===== config.mk =====
export PLATFORM = sky130hd
export DESIGN_NAME = gbts_ctrl
export DESIGN_NICKNAME = d
export VERILOG_FILES = /design/src/hw/rtl/gbts_pkg.sv /design/src/hw/rtl/gbts_ctrl.sv
export SDC_FILE = /design/constraint.sdc
export NUM_CORES = 1
export LEC_CHECK = 0
export BUFFER_PORTS_ARGS = -buffer_cell sky130_fd_sc_hd__buf_2
export CAP_MARGIN = 20
export CELL_PAD_IN_SITES_DETAIL_PLACEMENT = 2
export CELL_PAD_IN_SITES_GLOBAL_PLACEMENT = 2
export CORE_MARGIN = 3
export CORE_UTILIZATION = 24
export CTS_BUF_LIST = sky130_fd_sc_hd__clkbuf_2 sky130_fd_sc_hd__clkbuf_4 sky130_fd_sc_hd__clkbuf_8
export DETAILED_ROUTE_END_ITERATION = 6
export GPL_TIMING_DRIVEN = 0
export PLACE_DENSITY = 0.81
export SETUP_SLACK_MARGIN = 0.1
export SLEW_MARGIN = 30
export SYNTH_ARGS = -nofsm -noshare
export SYNTH_HDL_FRONTEND = slang
export SYNTH_SLANG_ARGS = --single-unit

===== constraint.sdc =====
create_clock -name clock -period 1.75 [get_ports clock]
set_input_delay 0.0875 -clock clock [delete_from_list [all_inputs] [get_ports clock]]
set_output_delay 0.0875 -clock clock [all_outputs]
set_load 0.02 [all_outputs]

===== src/hw/rtl/gbts_pkg.sv =====
// Shared constants, codes and control types of the gap buffer text store.
`default_nettype none
package gbts_pkg;

   localparam int CAPACITY = 4096;
   localparam int ADDR_W   = $clog2(CAPACITY);
   localparam int POS_W    = 13;
   localparam int CHAR_W   = 8;
   localparam int OP_W     = 2;
   localparam int STS_W    = 2;

   localparam logic [POS_W-1:0] CAP_POS = POS_W'(CAPACITY);

   localparam logic [OP_W-1:0] OP_READ   = 2'd0;
   localparam logic [OP_W-1:0] OP_INSERT = 2'd1;
   localparam logic [OP_W-1:0] OP_DELETE = 2'd2;
   localparam logic [OP_W-1:0] OP_CLEAR  = 2'd3;

   localparam logic [STS_W-1:0] STS_OK    = 2'd0;
   localparam logic [STS_W-1:0] STS_FULL  = 2'd1;
   localparam logic [STS_W-1:0] STS_RANGE = 2'd2;

   typedef struct packed {
      logic load_req;
      logic eval;
      logic read_issue;
      logic capture;
      logic start_move;
      logic move_step;
      logic apply;
      logic load_rsp;
   } gbts_cmd_type;

   typedef struct packed {
      logic is_read;
      logic is_clear;
      logic fail;
      logic noop;
      logic need_move;
      logic move_done;
      logic out_free;
   } gbts_stat_type;

endpackage
`default_nettype wire


===== src/hw/rtl/gbts_ctrl.sv =====
// Controller: sequences evaluate, gap move, apply and response per word.
`default_nettype none
module gbts_ctrl
   import gbts_pkg::*;
   (
   input  wire logic          clock,
   input  wire logic          reset,
   input  wire logic          req_valid,
   output logic               req_ready,
   input  wire gbts_stat_type stat,
   output gbts_cmd_type       cmd
   );

   typedef enum logic [4:0] {
      S_IDLE  = 5'b00001,
      S_EVAL  = 5'b00010,
      S_MOVE  = 5'b00100,
      S_RWAIT = 5'b01000,
      S_DONE  = 5'b10000
   } state_type;

   state_type state_ff, state_in;

   always_comb begin
      state_in  = state_ff;
      cmd       = '0;
      req_ready = 1'b0;
      unique case (state_ff)
         S_IDLE:  begin
            req_ready    = 1'b1;
            cmd.load_req = req_valid;
            if (req_valid) begin
               state_in = S_EVAL;
            end
         end
         S_EVAL:  begin
            cmd.eval = 1'b1;
            if (stat.is_clear) begin
               cmd.apply = 1'b1;
               state_in  = S_DONE;
            end else if (stat.fail || stat.noop) begin
               state_in = S_DONE;
            end else if (stat.is_read) begin
               cmd.read_issue = 1'b1;
               state_in       = S_RWAIT;
            end else if (stat.need_move) begin
               cmd.start_move = 1'b1;
               state_in       = S_MOVE;
            end else begin
               cmd.apply = 1'b1;
               state_in  = S_DONE;
            end
         end
         S_MOVE:  begin
            cmd.move_step = 1'b1;
            if (stat.move_done) begin
               cmd.apply = 1'b1;
               state_in  = S_DONE;
            end
         end
         S_RWAIT: begin
            cmd.capture = 1'b1;
            state_in    = S_DONE;
         end
         S_DONE:  begin
            if (stat.out_free) begin
               cmd.load_rsp = 1'b1;
               state_in     = S_IDLE;
            end
         end
         default: begin
            state_in = S_IDLE;
         end
      endcase
   end

   always_ff @(posedge clock) begin
      if (reset) begin
         state_ff <= S_IDLE;
      end else begin
         state_ff <= state_in;
      end
   end

endmodule
`default_nettype wire


==> impl_metrics.py <==
metrics = {
    "setup_path": {
        "cp_num_cells": 6,
        "r2r_slack_ns": -0.03,
        "timing.reg2reg.worst_path_depth": 6,
        "endpoint_kind": "register",
        "max_stage_delay_ns": 0.48,
        "cp.buffers_inverters": 2,
        "critical_path.slowest_cell": "sky130_fd_sc_hd__or4b_4",
        "worstReg2RegEnd": "state_ff[4]$_SDFFE_PP0P_",
        "crit_path_start_kind": "register",
        "cp_max_fo": 4,
        "cp_cell_sequence": "buf_6, buf_4, or3b_4, a21oi_4, or4b_4, o31ai_2",
        "timing.critical_path.max_delay_family": "simple AND/OR/NAND/NOR gates",
        "timing.setup.critical_path_class": "reg2reg",
        "critPathRequiredTime_ns": 1.90,
        "reg2reg_from": "state_ff[2]$_SDFFE_PP0P_",
        "critPathArrivalTime_ns": 1.93,
    },
    "detailed_routing": {
        "post_drt_wl_per_cell_um": 18.6,
        "detail_route.drc_violations": 0,
        "drt-initial-drc-count": 3,
        "number_of_detailed_routing_iterations_run_before_antenna_repair": 3,
        "vias_per_instance": 5.24,
        "route.final.wire_length_mm": 1.82,
        "postRouteAntennaNets": 0,
        "dr_total_vias": 514,
    },
    "synth": {
        "yosys.area_share.simple_pct": 45.5,
        "synth_warnings": 0,
        "async_flop_share_pct": 0,
        "netlist_cell_types": 26,
        "post_synth_mux_area_share_pct": 0,
        "synth_compound_gate_area_share_pct": 16.6,
        "synth_fa_ha_area_share_pct": 0,
        "yosys.area_share.xor_xnor_pct": 4.39,
        "postSynthNetCount": 60,
        "yosys_register_bits": 5,
        "ys_dominant_reg_cell": "sky130_fd_sc_hd__dfxtp_1",
        "synth_top_family_by_area": "simple AND/OR/NAND/NOR gates",
        "seq_area_frac_synth_pct": 25.1,
        "synth.cell_area_um2": 399,
        "syn_area_per_cell_um2": 7.98,
        "post_synth_inst_count": 50,
        "synth_enable_flop_cells": 0,
    },
    "timing": {
        "final-hold-violation-count": 0,
        "timing.clock.skew_ns": 0.00103,
        "worst_pin_slew_ns": 0.376,
        "totalNegativeSetupSlack_ns": -0.0323,
        "max_slew_margin_pct": 74.7,
        "period_needed_ns": 1.78,
        "grt_setup_unrepaired": "yes",
        "setup_slack_ns": -0.0323,
        "number_of_pins_exceeding_their_max_slew_limit_in_the_final_report": 0,
        "post-route-period-util_pct": 102,
        "maxClockFrequency_ghz": 0.561,
        "report.final.setup_viol": 1,
    },
    "grt": {
        "grt.met2_usage_pct": 33.9,
        "grt_start_max_net_pins": 10,
        "layer_carrying_the_most_global_route_usage": "met2",
        "grt_use_met3_pct": 3.45,
        "grt_first_pass_wirelength_mm": 2.59,
        "antenna_found_initial": 0,
        "first_global_vias": 525,
        "groute.usage.overall_pct": 17.7,
        "grt_use_met1_pct": 18.9,
        "overflow": 0,
    },
    "layout": {
        "registers.top_by_ff_count": "state_ff",
        "layout.nets": 93,
        "fill_cells": 183,
        "drive_gt1_share_pct": 68.3,
        "layout_commonest_cell": "sky130_fd_sc_hd__buf_2",
        "layout.cells.most_common_list": "sky130_fd_sc_hd__buf_2, sky130_fd_sc_hd__buf_4, sky130_fd_sc_hd__buf_6",
        "multi_input_comb_area_um2": 339,
        "finalCoreUtilization_pct": 46.8,
        "largest_register_ffs": 5,
        "post_layout_nonfiller_instances": 98,
        "biggestRegsByFlops": "state_ff (5)",
        "antenna_cells": 0,
        "area_delta_synth_final_pct": 80.9,
        "storage_cell_area_um2": 105,
    },
    "cts": {
        "clock_sink_count": 5,
        "number_of_h_tree_levels": 1,
        "worst_skew_pair.late_latency_ns": 0.24,
        "tritoncts": "done",
        "hold_fix_buffer_count_after_cts": 0,
        "clockRootBuffer": "sky130_fd_sc_hd__clkbuf_4",
        "cts_inserted_buffers": 3,
        "max-clock-path-buffers": 2,
        "cts.clk_slew.worst_paths_ns": 0.04,
    },
    "floorplan": {
        "io_pins": 19,
        "die_area_mm2": 0.00219,
        "row_count": 14,
        "start_util_pct": 25.9,
        "placeableCoreArea_mm2": 0.00154,
        "die_h_um": 46.8,
        "die_x_um": 46.8,
    },
    "hold_path": {
        "hold_path_startpoint": "reset",
        "hold_path.class": "in2reg",
        "hold-path-cell-count": 2,
        "min_delay_worst_endpoint": "state_ff[2]$_SDFFE_PP0P_",
    },
    "power": {
        "p_per_area_mw_per_mm2": 553,
        "peakVddDrop_mv": 0.347,
        "leakage_dissipation_nw": 0.319,
    },
    "place": {
        "routabilityCongestion": 0.684,
        "io_buffer_count": 18,
        "placedCellCount": 84,
        "dpl.hpwl_mm": 1.14,
    },
    "run_status": {
        "status": "complete, but fails checks",
        "violations": "negative setup slack",
    },
    "flow_run": {
        "max_cap_violations": 0,
    },
}
## layer usage
layer	wire (µm)	up-vias
met5	0	-
li1	-	244
met1	749	260
met2	1010	8
met3	43	2
met4	12	0
## worst reg2reg max path: cells and delay by family, from the launching register on
| family | cells | cell delay, ns |
|---|---|---|
| buffers and inverters | 2 | 0.26 |
| flip-flops | 1 | 0.32 |
| AND/OR/NAND/NOR | 2 | 0.86 |
| AO/OA/AOI/OAI | 2 | 0.26 |
## metrics by stage
step	worst slack [ns]	instance area [µm²]	power (mW)	hold slack, ns
5_1_grt	-0.100	722	0.429	0.0806
6_report	-0.0323	722	0.399	0.0758
4_1_cts	0.0402	656	0.386	0.0595
2_1_floorplan	0.105	415	0.182	0.157
3_5_place_dp	0.0253	526	0.218	0.335
3_3_place_gp	0.0505	526	0.213	0.322
## synth_stat cells (2+ instances only)
library cell	n	area (µm²)
sky130_fd_sc_hd__o21ai_0	4	20.0
sky130_fd_sc_hd__or3_1	3	18.8
sky130_fd_sc_hd__a21oi_1	3	15.0
sky130_fd_sc_hd__inv_1	2	7.51
sky130_fd_sc_hd__nor3b_1	4	30.0
sky130_fd_sc_hd__nand2_1	4	15.0
sky130_fd_sc_hd__dfxtp_1	5	100
sky130_fd_sc_hd__buf_4	2	15.0
sky130_fd_sc_hd__nor4_1	3	18.8
sky130_fd_sc_hd__nor2_1	2	7.51
sky130_fd_sc_hd__nor3_1	3	15.0
## timing repair
action | in CTS | in global routing
gates cloned | 0 | 0
gates resized for setup | 12 | 15
endpoints found under the hold margin | 0 | 0
setup endpoints to repair | 7 | 6
setup buffers | 8 | 4
pin swaps | 3 | 9
## report_power, final
part / internal (mW) / total [mW] / switching [mW]
Sequential: 0.121 / 0.133 / 0.0116
Clock: 0.102 / 0.152 / 0.0504
Combinational: 0.0543 / 0.114 / 0.0597
## logic make-up (layout without fill, tap and decap cells)
logic type      after synthesis  in the layout
simple gates                 28             28
compound gates               10             10
flops                         5              5
xor+xnor                      2              2
buf+inv                       5             37
## worst max-delay path by stage
stage / startpoint / to / slack [ns]
after CTS: state_ff[2]$_SDFFE_PP0P_ / cmd[3] / 0.04
after global routing: state_ff[2]$_SDFFE_PP0P_ / state_ff[4]$_SDFFE_PP0P_ / -0.10
after global placement: state_ff[0]$_SDFFE_PP1P_ / state_ff[4]$_SDFFE_PP0P_ / 0.05
final: state_ff[2]$_SDFFE_PP0P_ / state_ff[4]$_SDFFE_PP0P_ / -0.03
after floorplan: state_ff[2]$_SDFFE_PP0P_ / state_ff[1]$_SDFFE_PP0P_ / 0.11
after detailed placement: state_ff[0]$_SDFFE_PP1P_ / state_ff[4]$_SDFFE_PP0P_ / 0.03
## cell type report
type	count	share of cell area (%)
inverter	2	1.04
buffer	3	4.68
sequential	5	14.6
multi-input combinational	40	47.0
clock buffer	4	4.16
timing repair buffer	28	25.8
tap	16	2.77
Power figures use the tool's default switching activity.
